$ cat config.mk
export PLATFORM = sky130hd
export DESIGN_NAME = ikht_ctrl
export DESIGN_NICKNAME = d
export VERILOG_FILES = /design/src/rtl/ikht_pkg.sv /design/src/rtl/ikht_ctrl.sv
export VERILOG_INCLUDE_DIRS = /design/src /design/src/rtl
export SDC_FILE = /design/constraint.sdc
export NUM_CORES = 1
export LEC_CHECK = 0
export ABC_AREA = 1
export BUFFER_PORTS_ARGS = -buffer_cell sky130_fd_sc_hd__clkbuf_2
export CAP_MARGIN = 10
export CORE_AREA = 2 2 39 41
export DETAILED_ROUTE_END_ITERATION = 10
export DIE_AREA = 0 0 41 43
export MAX_ROUTING_LAYER = met4
export PLACE_DENSITY = 0.69
export SLEW_MARGIN = 10
export SYNTH_ARGS = -nofsm -noshare
export SYNTH_HDL_FRONTEND = slang
export SYNTH_SLANG_ARGS = --single-unit
$ cat constraint.sdc
create_clock -name clk -period 1.05 [get_ports clk]
set_input_delay 0 -clock clk [delete_from_list [all_inputs] [get_ports clk]]
set_output_delay 0 -clock clk [all_outputs]
set_load 0.005 [all_outputs]
$ cat src/rtl/integer_key_hash_table_unit_macros.svh
// Assertion helpers shared by the hash table modules
`ifndef INTEGER_KEY_HASH_TABLE_UNIT_MACROS_SVH
`define INTEGER_KEY_HASH_TABLE_UNIT_MACROS_SVH

// Property that must hold at every clock edge out of reset
`define IKHT_ASSERT(name, clk, rst_n, prop) \
    name: assert property (@(posedge clk) disable iff (!rst_n) (prop)) \
        else $error("hash table check failed");

// Consequence must hold in the cycle after the antecedent
`define IKHT_ASSERT_NEXT(name, clk, rst_n, ante, cons) \
    name: assert property (@(posedge clk) disable iff (!rst_n) (ante) |=> (cons)) \
        else $error("hash table sequence check failed");

`endif

$ cat src/rtl/ikht_pkg.sv
`default_nettype none
package ikht_pkg;

    // Operation codes
    typedef enum logic [1:0] {
        FN_INSERT = 2'd0,
        FN_GET    = 2'd1,
        FN_REMOVE = 2'd2,
        FN_CLEAR  = 2'd3
    } func_t;

    // Result status codes
    localparam logic [2:0] ST_NEW    = 3'd0;
    localparam logic [2:0] ST_HIT    = 3'd1;
    localparam logic [2:0] ST_MISS   = 3'd2;
    localparam logic [2:0] ST_FULL   = 3'd3;
    localparam logic [2:0] ST_BADKEY = 3'd4;

    // Controller states, one-hot
    typedef enum logic [7:0] {
        S_INIT  = 8'b0000_0001,
        S_IDLE  = 8'b0000_0010,
        S_SWEEP = 8'b0000_0100,
        S_HEAD  = 8'b0000_1000,
        S_LOAD  = 8'b0001_0000,
        S_READ  = 8'b0010_0000,
        S_CMP   = 8'b0100_0000,
        S_ACT   = 8'b1000_0000
    } state_t;

    // Commands from controller to datapath
    typedef struct packed {
        logic load;        // latch the request
        logic sweep;       // write one bucket head to empty
        logic clear_done;  // finish a clear and emit its result
        logic load_head;   // start a chain walk at the bucket head
        logic step;        // follow the chain link
        logic mark_hit;    // key found at current entry
        logic act;         // apply the operation and emit the result
        logic reject;      // emit the invalid key result
    } cmd_t;

    // Status from datapath to controller
    typedef struct packed {
        logic in_clear;
        logic in_key_zero;
        logic head_empty;
        logic key_match;
        logic next_empty;
        logic sweep_last;
    } sts_t;

endpackage
`default_nettype wire

$ cat src/rtl/ikht_ctrl.sv
`default_nettype none
module ikht_ctrl
    import ikht_pkg::*;
(
    input  wire  logic clk,
    input  wire  logic rst_n,
    input  wire  logic start,
    output logic       busy,
    input  wire  sts_t sts,
    output cmd_t       cmd
);

`include "integer_key_hash_table_unit_macros.svh"

    state_t state_reg;
    state_t state_next;

    // State register
    always_ff @(posedge clk or negedge rst_n)
    begin
        if (!rst_n)
        begin
            state_reg <= S_INIT;
        end
        else
        begin
            state_reg <= state_next;
        end
    end

    assign busy = (state_reg != S_IDLE);

    // Next state and commands
    always_comb
    begin
        state_next = state_reg;
        cmd        = '0;
        case (state_reg)
            S_INIT:
            begin
                cmd.sweep = 1'b1;
                if (sts.sweep_last)
                begin
                    state_next = S_IDLE;
                end
            end
            S_IDLE:
            begin
                if (start)
                begin
                    if (sts.in_clear)
                    begin
                        cmd.load   = 1'b1;
                        state_next = S_SWEEP;
                    end
                    else if (sts.in_key_zero)
                    begin
                        cmd.reject = 1'b1;
                    end
                    else
                    begin
                        cmd.load   = 1'b1;
                        state_next = S_HEAD;
                    end
                end
            end
            S_SWEEP:
            begin
                cmd.sweep = 1'b1;
                if (sts.sweep_last)
                begin
                    cmd.clear_done = 1'b1;
                    state_next     = S_IDLE;
                end
            end
            S_HEAD:
            begin
                state_next = S_LOAD;
            end
            S_LOAD:
            begin
                cmd.load_head = 1'b1;
                state_next    = sts.head_empty ? S_ACT : S_READ;
            end
            S_READ:
            begin
                state_next = S_CMP;
            end
            S_CMP:
            begin
                if (sts.key_match)
                begin
                    cmd.mark_hit = 1'b1;
                    state_next   = S_ACT;
                end
                else if (sts.next_empty)
                begin
                    state_next = S_ACT;
                end
                else
                begin
                    cmd.step   = 1'b1;
                    state_next = S_READ;
                end
            end
            S_ACT:
            begin
                cmd.act    = 1'b1;
                state_next = S_IDLE;
            end
            default:
            begin
                state_next = S_INIT;
            end
        endcase
    end

    // Checks
    `IKHT_ASSERT_NEXT(a_act_ends, clk, rst_n, state_reg == S_ACT, state_reg == S_IDLE)
    `IKHT_ASSERT_NEXT(a_walk_on, clk, rst_n,
        state_reg == S_CMP && !sts.key_match && !sts.next_empty, state_reg == S_READ)
    `IKHT_ASSERT_NEXT(a_sweep_end, clk, rst_n,
        state_reg == S_SWEEP && sts.sweep_last, state_reg == S_IDLE)

endmodule
`default_nettype wire

# After elaboration in Yosys (flattened, before gate mapping)
# Cells that the tools add are included.
# totals
out_inout_bits,9
elab_cells,40
reg_bits,8
# op_classes
n_mux,25
n_reduce_logical,2
n_eq_ne,12
# ops
op,count
8-bit two-way mux,7
8-bit one-hot mux with 7 select lines,1
1-bit two-way mux,16
"8-bit by 1-bit equality test with 1-bit output, second input constant",1
"8-bit by 2-bit equality test with 1-bit output, second input constant",1
"8-bit by 3-bit equality test with 1-bit output, second input constant",1
"8-bit by 4-bit equality test with 1-bit output, second input constant",1
"8-bit by 5-bit equality test with 1-bit output, second input constant",1
"8-bit by 6-bit equality test with 1-bit output, second input constant",1
"8-bit by 7-bit equality test with 1-bit output, second input constant",1
"8-bit equality test, second input constant",1
"8-bit by 2-bit inequality test with 1-bit output, second input constant",1
"3-bit inequality test, second input constant",1
3-bit AND reduction,1
2-bit two-way mux,1
"2-bit by 1-bit inequality test with 1-bit output, second input constant",1
"2-bit inequality test, second input constant",1
2-bit OR reduction,1

# Logic depth before layout (Yosys ltp)
# Gate-level depths: netlist of the first run.
# depth
ltp_word,4
depth_mapped,8
mapped_depth_nobuf,8

# Least setup slack after synthesis of the first run
# OpenSTA, ideal clock, no wires.
# synth_path
kind,register -> register
from,register state_reg[0]
to,register state_reg[2]
slack_ns,-0.076
required_time_ns,0.976
stages_incl_launch_ff,9
setup_ns,0.074
arrival_ns,1.052
synth_period_minus_slack_ns,1.126
path_cell_list,dfstp_2 > inv_1 > nor2_1 > nand2_1 > nand2_1 > nand3_1 > nand2_1 > nand2_1 > o21ai_2
# synth_between
elab_chain_len,4
# synth_rtl
element,line,text
"start, declared",ikht_ctrl.sv:15,state_t state_reg;
"start signal, assigned",ikht_ctrl.sv:27,state_reg <= state_next;
8-bit by 3-bit equality test with 1-bit output or 8-bit by 1-bit equality test with 1-bit output (tied branches),ikht_ctrl.sv:38,case (state_reg)
2-bit OR reduction (no source line),--,
2-bit by 1-bit inequality test with 1-bit output (no source line),--,
3-bit AND reduction (no source line),--,
# Parallel ways exist; a longest one is shown, timed or not.
# A chain may end at the register's enable or synchronous reset.

==> results.md, run 1 <==
STA:
- Setup violations remaining at the end of the flow were counted as 16.
- The measured slew at the worst slew-check pin is 0.202 ns.
- Summed over all failing endpoints, the final setup total negative slack is -4.07 ns.
- For this run, the top clock speed supported by timing is 724 MHz.
- The final critical path time including I/O delays and setup is 1.38 ns.
- The hold violation total from the final report came to 0.
- Headroom to the max-slew limit came out at 86.5%.
- Setup repair after global routing could not meet its margin everywhere.
- The final critical path takes up 131% of the cycle.
- Between clock sinks in the finished design, the worst skew comes to 0.00824 ns.
- Across all setup checks in the final design, the least slack found is -0.330 ns.
- The number of max-slew violations in the final report is 0.

Critical path:
- The critical-path maximum fanout is 3.
- In this run the critical register-to-register path is launched from state_reg[0].
- For the worst setup path, the data arrival time is 1.38 ns.
- Setup slack on the worst reg-to-reg path comes out at -0.31 ns.
- The worst setup path is captured at an output port.
- On the worst path, the slowest cell contributes a delay of 0.56 ns.
- In this run the critical register-to-register path is captured at state_reg[2].
- The total number of cells along the worst setup path is 6.
- The worst register-to-register path has a depth of 9.
- Among all stages on the critical path, the largest delay is contributed by dfstp_2.
- The number of buffers and inverters on the critical path is 3.
- Walking the worst path, the cells encountered are inv_2 > nor2_1 > nand2_1 > buf_6 > a21oi_2 > buf_2.
- By startpoint and endpoint, the worst setup path is classified as flop to output port.
- Data on the critical path is required at its endpoint by 1.05 ns.
- The cell class contributing the biggest share of worst-path delay is flip-flops.
- The kind of launch point of the worst setup path is a flop.

Detailed routing:
- The final routed wirelength across all metal layers is 1.53 mm.
- The via count of the routed design is 647.
- For this run, design rule violations remaining after detail routing come to 0.
- Before antenna repair, the detailed router went through 4 iterations.
- The number of DRC markers in iteration 0 is 8.
- The post-detailed-route count of antenna-violating nets is 0.
- The routed length per placed instance is 10.7 um.
- The via-per-instance ratio is 4.52.

Global routing:
- Entering global routing, the biggest net connects 9 pins.
- The met3 capacity usage during global routing is 1.57%.
- In the global route stage, met1 resource usage came out at 23.3%.
- The number of antenna violations at the first check in global routing is 0.
- The first global-routing pass estimated 2.27 mm of wire.
- The via count of the first global-routing pass was 584.
- In the global route stage, met2 resource usage came out at 30.9%.
- Global routing finished with a remaining overflow of 0.
- The peak-usage layer in the global routing report is met2.
- The total global-route track usage is 19.4%.

Synthesis:
- Dividing the synthesized area by the synthesized cell count gives 6.69 um2.
- By area the synthesized netlist is led by dfrtp_1, nand2_1, inv_1, nor2_1, nor2_2.
- The Yosys step of the flow raised 0 warnings.
- Of the post-synthesis cell area, the dominant cell type holds 32.7%.
- By count the netlist is led by nand2_1, inv_1, nor2_1.
- The post-synthesis net count is 89.
- After technology mapping, the gate count stands at 80.
- The share of the yosys chip area belonging to registers is 37.6%.
- The largest total area in the synthesized netlist belongs to dfrtp_1.
- The synthesized cell area is 536 um2.
- The flip-flop and latch count after synthesis is 8.
- Counting flops with a built-in enable in the synthesized netlist gives 0.
- nand2_1 is the most common cell in the netlist.
- The number of distinct library cell variants in the gate-level netlist after synthesis is 17.
- In the synthesized netlist the async set-or-reset flop fraction comes to 100%.
- In the synthesized netlist the dominant register cell turns out to be dfrtp_1.

Floorplan:
- The core region is 1380 um2.
- The die boundary width is 41 um.
- Row generation in the floorplan step produced 14 rows.
- The initial utilization of the core area, before any placement, comes to 38.7%.
- The number of primary I/O pins is 18.
- The area enclosed by the die boundary is 1760 um2.
- The vertical die dimension is 43 um.

Clock tree:
- The H-tree depth is 1.
- The insertion delay of the later-clocked pin in the worst-skew pair is 0.25 ns.
- The clock sink count is 8.
- The cell sitting at the root of the clock tree is a clkbuf_4.
- After clock tree synthesis, the clock-pin slew on the worst setup and hold paths is 0.06 ns.
- TritonCTS created 3 clock buffers.
- The clock passes through at most 2 buffers.
- The TritonCTS clock tree is built.

Layout:
- The relative area change from synthesis to final layout is 88.6%.
- Cells with a size suffix above 1 make up 63.8% of the layout.
- The flip-flop count of the largest register, all copies and words added is 8.
- After the last flow step, the layout net total stands at 137.
- 0 antenna diodes ended up in the layout.

Power:
- The sequential fraction of design power is 26.0%.
- The areal power density over the cells is 1680 nW/um2.
- Summed over all nets, the switching power comes to 653 uW.
- The clock network burns 14.4% of the power.
- Of the total power, the share spent switching nets is 38.4%.
- Per report_power, the combinational group accounts for 59.6% of the total.
- Cell internal power was estimated by the tool at 1050 uW.
- The design draws 1700 uW.
- IR analysis of the VDD net gives a maximum drop of 1.29 mV.
- The leakage dissipation is 0.000558 uW.

Place:
- OpenSTA, run right after detailed placement, puts the worst setup slack at -0.173 ns.
- The placer congestion estimate is 0.789.
- The detailed-placement wirelength estimate is 959 um.
- The count of input and output buffers is 17.

Run status:
- The flow ran to the end, but the final reports show violations.
- The final reports fail on setup timing.

Run:
- Max-cap violations in this run came to 0.

Hold path:
- For hold timing, the worst endpoint is state_reg[7].
- The startpoint identified for the worst hold timing path is sts[1].
- In this run the worst hold path is classified as input port to flop.
- The worst hold path passes through 3 cells.
-- power by group through the flow --
stage | logic, uW | registers [uW] | clock network (uW)
after detailed placement | 556 | 428 | 0
after global placement | 544 | 427 | 0
after CTS | 791 | 438 | 254
after global routing | 1100 | 445 | 268
final | 1010 | 441 | 244
after floorplan | 375 | 421 | 0
-- how the worst max path moves through the flow --
stage	end	start	slack (ns)
2_1_floorplan	state_reg[2]	state_reg[0]	-0.07
3_3_place_gp	state_reg[0]	state_reg[0]	-0.15
3_5_place_dp	state_reg[0]	state_reg[0]	-0.17
4_1_cts	cmd[6]	state_reg[0]	-0.33
5_1_grt	cmd[6]	state_reg[0]	-0.41
6_report	cmd[6]	state_reg[0]	-0.33
-- area by class of cell --
type / count / area (um2)
inverters: 16 / 62.6
repair buffers: 43 / 333
multi-input cells: 56 / 367
flip-flops and latches: 8 / 201
well taps: 16 / 20.0
fillers: 115 / 374
clock buffers: 4 / 26.3
-- layout by cell type, fill, tap and decap left out --
master         Yosys  final
a21oi_2            1      2
buf_12             0      1
buf_2              0      5
buf_4              0     15
buf_6              0      8
clkbuf_1           0      1
clkbuf_2           0     11
clkbuf_4           0      3
dfrtp_1            7      7
dfstp_2            1      1
dlygate4sd3_1      0      3
inv_1             15     10
inv_2              1      5
inv_4              0      1
nand2_1           21     14
nand2_2            3      7
nand2_4            0      3
nand3_1            4      2
nand3_2            1      3
nor2_1            13      8
nor2_2             5      6
nor2_4             2      6
nor3_2             0      2
o21ai_2            1      2
o22ai_1            1      1
-- layer usage --
layer	wire length [um]	part of all wire, %
met1	621	41
met5	0	0
met4	10	0.65
met3	54	3.5
met2	844	55
-- cells by family after synthesis --
kind of cell | synth area share, %
flops | 37.6
simple gates | 44.9
compound gates | 6.31
buf+inv | 11.2
-- tightest hold or removal path, delay by kind of cell --
kind	cells	cell delay [ns]
AOI/OAI and AO/OA	1	0.11
buffers and inverters	1	0.08
and+or+nand+nor	1	0.05
-- what timing repair did --
action                                  in CTS  in global routing
setup buffers                                8                  7
gates resized for setup                     20                 23
pin swaps                                   10                  7
hold buffers                                 3                  0
endpoints found under the setup margin      16                 17
hold endpoints to repair                    11                  0
-- through the flow --
stage / std cells / cell area [um2] / hold WS (ns) / util, %
after floorplan: 80 / 536 / -0.296 / -
after global placement: 122 / 708 / -0.153 / 51.2
after detailed placement: 122 / 708 / -0.148 / 51.2
after CTS: 137 / 897 / 0.00578 / 64.8
after global routing: 143 / 1010 / 0.0266 / 73.0
final: 143 / 1010 / 0.0137 / 73.0
(Power assumes the default switching activity.)
==> run 2: changes to the inputs <==
--- a/config.mk
+++ b/config.mk
@@ -13,7 +13,7 @@
 export DETAILED_ROUTE_END_ITERATION = 10
 export DIE_AREA = 0 0 41 43
 export MAX_ROUTING_LAYER = met4
-export PLACE_DENSITY = 0.69
+export PLACE_DENSITY_LB_ADDON = 0.15
 export SLEW_MARGIN = 10
 export SYNTH_ARGS = -nofsm -noshare
 export SYNTH_HDL_FRONTEND = slang
==> results.md, run 2 (same netlist as run 1, synthesis figures left out) <==
Critical path:
- The type of element capturing the critical path is an output port.
- In this design, the largest share of critical-path delay is due to simple AND/OR/NAND/NOR gates.
- The kind of launch point of the worst setup path is a flop.
- The setup slack on the worst flop-to-flop path is -0.21 ns (+0.10 ns).
- The number of buffers and inverters on the critical path is 1 (-2).
- The start of the worst register-to-register path is state_reg[0].
- The category of the most critical setup path is flop to output port.
- The largest incremental delay on the critical path came to 0.41 ns (-0.15 ns).
- The slowest cell on the critical path is dfrtp_1.
- Walking the worst path, the cells encountered are nor2_4 > nand3_2 > nor2_4 > nand2_2 > nor2_1 > clkbuf_2.
- The required arrival time at the worst endpoint came to 1.05 ns (about the same).
- The worst reg2reg path depth is 8 (-1).
- The data arrival time of the worst path is 1.38 ns (about the same).
- The critical-path maximum fanout came to 4 (+1).
- The cell that appears most often on the critical path is nor2_4.
- The end of the worst register-to-register path is state_reg[0].

Hold path:
- The class of the most critical hold timing path is input port to flop.
- The worst hold path begins at sts[1].
- The capture endpoint of the worst hold path is state_reg[7].
- The number of cells on the worst hold path is 3 (unchanged).

Run status:
- The final reports fail on setup timing.
- The run finished, with violations left.

STA:
- The number of max-slew violations in the final report was 0 (unchanged).
- The final critical-path share of the clock period was 131% (-0.43 points).
- Setup repair after global routing could not meet its margin everywhere.
- The hold violation total from the final report is 0 (unchanged).
- The worst hold slack after final layout is 0.00569 ns (-0.00801 ns).
- The measured slew at the worst slew-check pin is 0.201 ns (-0.000936 ns).
- The setup slack of the critical path after layout was -0.326 ns (+0.00448 ns).
- The top achievable clock speed is 727 MHz (+0.33%).
- The clock tree skew after final layout is 0.00473 ns (-0.00351 ns).
- The count of final setup violators is 16 (unchanged).
- The final critical path time including I/O delays and setup is 1.38 ns (-0.00448 ns).
- The relative slew slack is 86.6% (+0.11 points).

Clock tree:
- The clock sink count came to 8 (unchanged).
- The insertion delay of the later-clocked pin in the worst-skew pair is 0.25 ns (about the same).
- In this run the clock root is driven by a clkbuf_4.
- The number of buffers between clock root and the deepest sink is 2 (unchanged).
- The clock transition at the registers of the reported paths is 0.06 ns (about the same).
- The total clock buffers created by CTS is 3 (unchanged).
- TritonCTS built the clock tree.
- The H-tree depth is 1 (unchanged).

Layout:
- The total number of nets in the final design came to 129 (-5.8%).
- The number of antenna diodes is 0 (unchanged).
- The final non-filler cell area is 890 um2 (-12%).
- The fraction of layout cells with a size suffix above 1 is 51.3% (-13 points).
- The flip-flop count of the largest register, all copies and words added is 8 (unchanged).
- The library cells used most frequently in the layout, excluding fill and tap cells, are nand2_1, clkbuf_2, inv_1.
- The relative area change from synthesis to final layout is 66.1%.
- Leaving out fill and tap cells, the most frequent cell in the layout is nand2_1.

Global routing:
- The total global-route track usage is 18.1% (-1.4 points).
- The first-pass GRT wire length was 2.13 mm (-6.4%).
- The maximum number of pins on one net before global-route repair came to 9 (unchanged).
- The overflow left after global routing came to 0 (unchanged).
- The via count of the first global-routing pass is 578 (-1.0%).
- The number of antenna violations at the first check in global routing is 0 (unchanged).

Detailed routing:
- The number of DRC markers in iteration 0 is 7 (-1).
- The post-detailed-route count of antenna-violating nets was 0 (unchanged).
- The final routed wirelength across all metal layers came to 1.25 mm (-18%).
- The via count of the routed design was 609 (-5.9%).
- The first-pass iteration count of the detailed router came to 4 (unchanged).
- The routed length per placed instance came to 9.27 um (-13%).
- The via-per-instance ratio was 4.51 (-0.30%).
- The number of design rule violations left after detail routing is 0 (unchanged).

Place:
- The count of input and output buffers is 17 (unchanged).
- The placer congestion estimate is 0.795 (+0.67%).
- The placed instance area is 693 um2 (-2.1%).
- The worst-case setup slack after placement is -0.171 ns (+0.00175 ns).
- The detailed-placement wirelength estimate came to 908 um (-5.3%).

Run:
- The max-capacitance violation count is 0 (unchanged).

Floorplan:
- The vertical die dimension was 43 um (unchanged).
- The number of primary I/O pins is 18 (unchanged).
- The starting density of the core is 38.7% (unchanged).
- The die boundary width was 41 um (unchanged).
- The floorplan row count came to 14 (unchanged).
- The standard cell core area is 1380 um2 (unchanged).
- The area enclosed by the die boundary is 1760 um2 (unchanged).

Power:
- The largest voltage drop on the vdd net is 1.55 mV (+21%).
- The areal power density over the cells is 1610 nW/um2 (-4.1%).
- The leakage dissipation is 0.000488 uW (-13%).
- The power after layout is 1440 uW (-15%).
[run 2: cell types whose count changed in the layout (fill, tap and decap cells not counted), moves of 2 or more]
cell           previous run  this run
inv_2                     5         1
buf_6                     8         1
inv_1                    10        14
nand2_1                  14        17
nand2_2                   7         5
dlygate4sd3_1             3         5
buf_4                    15        12
buf_2                     5         2
clkbuf_2                 11        15
[run 2: how the worst max path moves through the flow]
| stage | startpoint | end | slack (ns) | cells after the start |
|---|---|---|---|---|
| after CTS | state_reg[2] | cmd[7] | -0.32 | 6 |
| after global routing | state_reg[0] | cmd[6] | -0.43 | 6 |
| after global placement | state_reg[0] | state_reg[0] | -0.17 | 8 |
| final | state_reg[2] | cmd[0] | -0.33 | 6 |
| after floorplan | state_reg[0] | state_reg[2] | -0.07 | 8 |
| after detailed placement | state_reg[0] | state_reg[0] | -0.17 | 8 |
[run 2: power by group]
| part | total, uW | internal [uW] | switching [uW] |
|---|---|---|---|
| sequential | 443 | 374 | 68.5 |
| clock | 245 | 145 | 99.8 |
| combinational | 748 | 343 | 405 |
[run 2: worst reg2reg max path, stage by stage, from the launching register on]
cell     delay (ns)
dfstp_2        0.57
inv_2          0.05
buf_4          0.12
nand3_2        0.07
nor2_4         0.05
buf_4          0.14
nor2_4         0.06
nand3_1        0.07
nand2_1        0.07
[run 2: layer usage]
layer	share of wire [%]	GRT usage, %
met5	0	-
met4	0	10.0
met3	5.4	1.57
met2	52	27.8
met1	42	22.3
[run 2: final cells by class]
type                            count  area, um2
Multi-Input combinational cell     56        343
Clock buffer                        4       26.3
Timing Repair Buffer               35        236
Fill cell                         122        494
Sequential cell                     8        201
Inverter                           16       62.6
Tap cell                           16       20.0
[run 2: stage by stage]
stage / TNS, ns / utilization, % / cells
3_5_place_dp: -0.978 / 50.1 / 120
3_3_place_gp: -0.881 / 50.1 / 120
4_1_cts: -3.51 / 62.4 / 135
6_report: -3.62 / 64.3 / 135
5_1_grt: -5.02 / 64.3 / 135
2_1_floorplan: -0.189 / - / 80
[run 2: timing repair]
action / 4_1_cts / 5_1_grt
resized for setup: 12 / 10
pin swaps: 13 / 4
buffers inserted: 6 / 0
hold buffers: 5 / 0
hold endpoints to repair: 12 / 0
setup endpoints to repair: 16 / 16
==> run 3: changes to the inputs <==
--- a/config.mk
+++ b/config.mk
@@ -14,6 +14,8 @@
 export DIE_AREA = 0 0 41 43
 export MAX_ROUTING_LAYER = met4
 export PLACE_DENSITY_LB_ADDON = 0.15
+export SKIP_CTS_REPAIR_TIMING = 1
+export SKIP_LAST_GASP = 1
 export SLEW_MARGIN = 10
 export SYNTH_ARGS = -nofsm -noshare
 export SYNTH_HDL_FRONTEND = slang
==> results.md, run 3 (same netlist as run 1, synthesis figures left out) <==
Critical path:
- The category of the most critical setup path is flop to output port.
- The required arrival time at the worst endpoint is 1.05 ns (about the same).
- Following the worst setup path forward leads to its endpoint at cmd[0].
- In this run the critical register-to-register path is launched from state_reg[0].
- The worst setup path is launched from a flop.
- The endpoint identified for the worst register-to-register timing path is state_reg[1].
- STA classifies the critical path endpoint as an output port.
- The setup slack on the worst flop-to-flop path is -0.21 ns (about the same).
- The critical-path maximum fanout is 4 (unchanged).
- The data arrival time of the worst path came to 1.37 ns (about the same).
- The worst reg2reg path depth came to 8 (unchanged).
- The critical path starts at state_reg[2].

Detailed routing:
- The final routed wirelength across all metal layers is 1.26 mm (+0.96%).
- The via count of the routed design was 610 (+0.16%).
- The post-detailed-route count of antenna-violating nets is 0 (unchanged).
- The number of design rule violations left after detail routing is 0 (unchanged).
- The via-per-instance ratio is 4.55 (+0.91%).
- The first-pass iteration count of the detailed router was 3 (-1).
- The number of DRC markers in iteration 0 came to 1 (-6).
- The routed length per placed instance is 9.43 um (+1.7%).

Power:
- The design internal power was 821 uW (-4.8%).
- The largest voltage drop on the vdd net came to 1.45 mV (-6.8%).
- The combinational share of power is 49.8% (-2.3 points).
- The share of total power in the clock network is 18.4% (+1.4 points).
- The sequential fraction of design power was 31.8% (+1.0 points).
- The areal power density over the cells came to 1500 nW/um2 (-7.3%).
- The leakage dissipation is 0.000483 uW (-0.88%).
- The net switching fraction of the power came to 39.2% (-0.70 points).
- The net switching component of the power is 531 uW (-7.5%).

STA:
- The setup slack of the critical path after layout is -0.320 ns (+0.00645 ns).
- The final critical path time including I/O delays and setup came to 1.37 ns (-0.00645 ns).
- The final critical-path share of the clock period was 130% (-0.61 points).
- The number of max-slew violations in the final report is 0 (unchanged).
- The hold violation total from the final report is 1 (+1).
- The clock tree skew after final layout came to 0.00663 ns (+0.00191 ns).
- The measured slew at the worst slew-check pin is 0.200 ns (-0.000602 ns).
- The top achievable clock speed is 730 MHz (+0.47%).
- Setup repair after global routing could not meet its margin everywhere.
- The relative slew slack is 86.7% (about the same).
- The worst hold slack after final layout is -0.0126 ns (-0.0183 ns).
- The count of final setup violators came to 16 (unchanged).
- The setup total negative slack was -3.15 ns (+0.462 ns).

Layout:
- The number of antenna diodes is 0 (unchanged).
- From synthesis to final layout, the design area changed by 68.7%.
- The share of the core filled with cells was 65.3% (+0.99 points).
- The number of filler instances in the final layout is 130 (+6.6%).
- The total number of nets in the final design is 128 (-0.78%).
- The fraction of layout cells with a size suffix above 1 is 58.5% (+7.2 points).
- The flip-flop count of the largest register, all copies and words added is 8 (unchanged).
- The most frequent standard cell in the layout excluding fill and tap cells is nand2_1.
- In the layout the commonest cells are nand2_1, clkbuf_2, nor2_2, inv_1, buf_4.
- The non-filler instance count after layout is 134 (-0.74%).

Clock tree:
- The number of buffers between clock root and the deepest sink is 2 (unchanged).
- The H-tree depth came to 1 (unchanged).
- The total clock buffers created by CTS came to 3 (unchanged).
- The insertion delay of the later-clocked pin in the worst-skew pair is 0.25 ns (about the same).
- The clock sink count is 8 (unchanged).
- The TritonCTS clock tree is built.
- The cell at the root of the clock tree is clkbuf_4.
- The clock transition at the registers of the reported paths came to 0.06 ns (about the same).

Hold path:
- The worst hold path belongs to the class input port to flop.

Floorplan:
- The area enclosed by the die boundary is 1760 um2 (unchanged).
- The die boundary width is 41 um (unchanged).
- The floorplan row count was 14 (unchanged).
- The vertical die dimension is 43 um (unchanged).
- The starting density of the core came to 38.7% (unchanged).
- The standard cell core area is 1380 um2 (unchanged).
- The number of primary I/O pins came to 18 (unchanged).

Run status:
- The final reports fail on hold timing, setup timing.
- The flow ran to the end, but the final reports show violations.

Run:
- The max-capacitance violation count came to 0 (unchanged).

Place:
- The count of input and output buffers was 17 (unchanged).
- The detailed-placement wirelength estimate was 908 um (unchanged).
- The placed cell count is 120 (unchanged).
- The placer congestion estimate is 0.795 (unchanged).

Global routing:
- The first-pass GRT wire length was 1.74 mm (-18%).
- The overflow left after global routing is 0 (unchanged).
- The number of antenna violations at the first check in global routing came to 0 (unchanged).
- The maximum number of pins on one net before global-route repair is 9 (unchanged).
- The total global-route track usage came to 15.0% (-3.0 points).
- The via count of the first global-routing pass is 481 (-17%).
==> run 3: changes by cell type in the layout (fill, tap and decap cells not counted), moves of 3 or more <==
cell    previous run  this run
buf_6              1         4
inv_1             14        10
inv_2              1         6
nor2_2             5        10
nor2_1             9         6
==> run 3: power groups by stage <==
stage	clock (uW)	sequential (uW)	combinational, uW
after floorplan	0	421	375
after global placement	0	427	545
after detailed placement	0	428	549
after CTS	258	423	550
after global routing	283	437	750
final	248	431	673
==> run 3: worst min path at each step <==
stage,from,endpoint,slack (ns),cells past startpoint
final,sts[1],state_reg[7],-0.01,3
after global placement,rst_n,state_reg[3],-0.15,1
after floorplan,rst_n,state_reg[1],-0.30,0
after CTS,rst_n,state_reg[5],-0.42,1
after global routing,sts[1],state_reg[7],0.0002,3
after detailed placement,rst_n,state_reg[3],-0.14,1
==> run 3: critical path, cell delays in order, from the launching register on <==
cell and delay (ns):
dfrtp_1 0.41, nor2_4 0.16, nand3_2 0.11, nor2_4 0.17, nand2_2 0.08, nor2_2 0.08, clkbuf_2 0.11
==> run 3: routing by layer <==
metal  up-vias  wire, um  track usage, %
met5         -         0               -
met4         0        15            10.0
met3         2        65            1.57
met2        19       649            22.2
met1       271       533            18.6
li1        318         -               -
==> run 3: cell type report <==
cell class	count	area, um2	area share (%)
clock buffer	4	26.3	2.91
inverter	16	60.1	6.65
multi-input combinational	56	355	39.3
sequential	8	201	22.3
tap	16	20.0	2.22
timing repair buffer	34	240	26.6
==> run 3: stage by stage <==
stage          setup WS [ns]  area (um2)  total power [uW]
6_report              -0.320         903              1350
5_1_grt               -0.407         903              1470
4_1_cts               -0.365         719              1230
3_5_place_dp          -0.171         693               977
3_3_place_gp          -0.168         693               972
2_1_floorplan        -0.0667         536               796
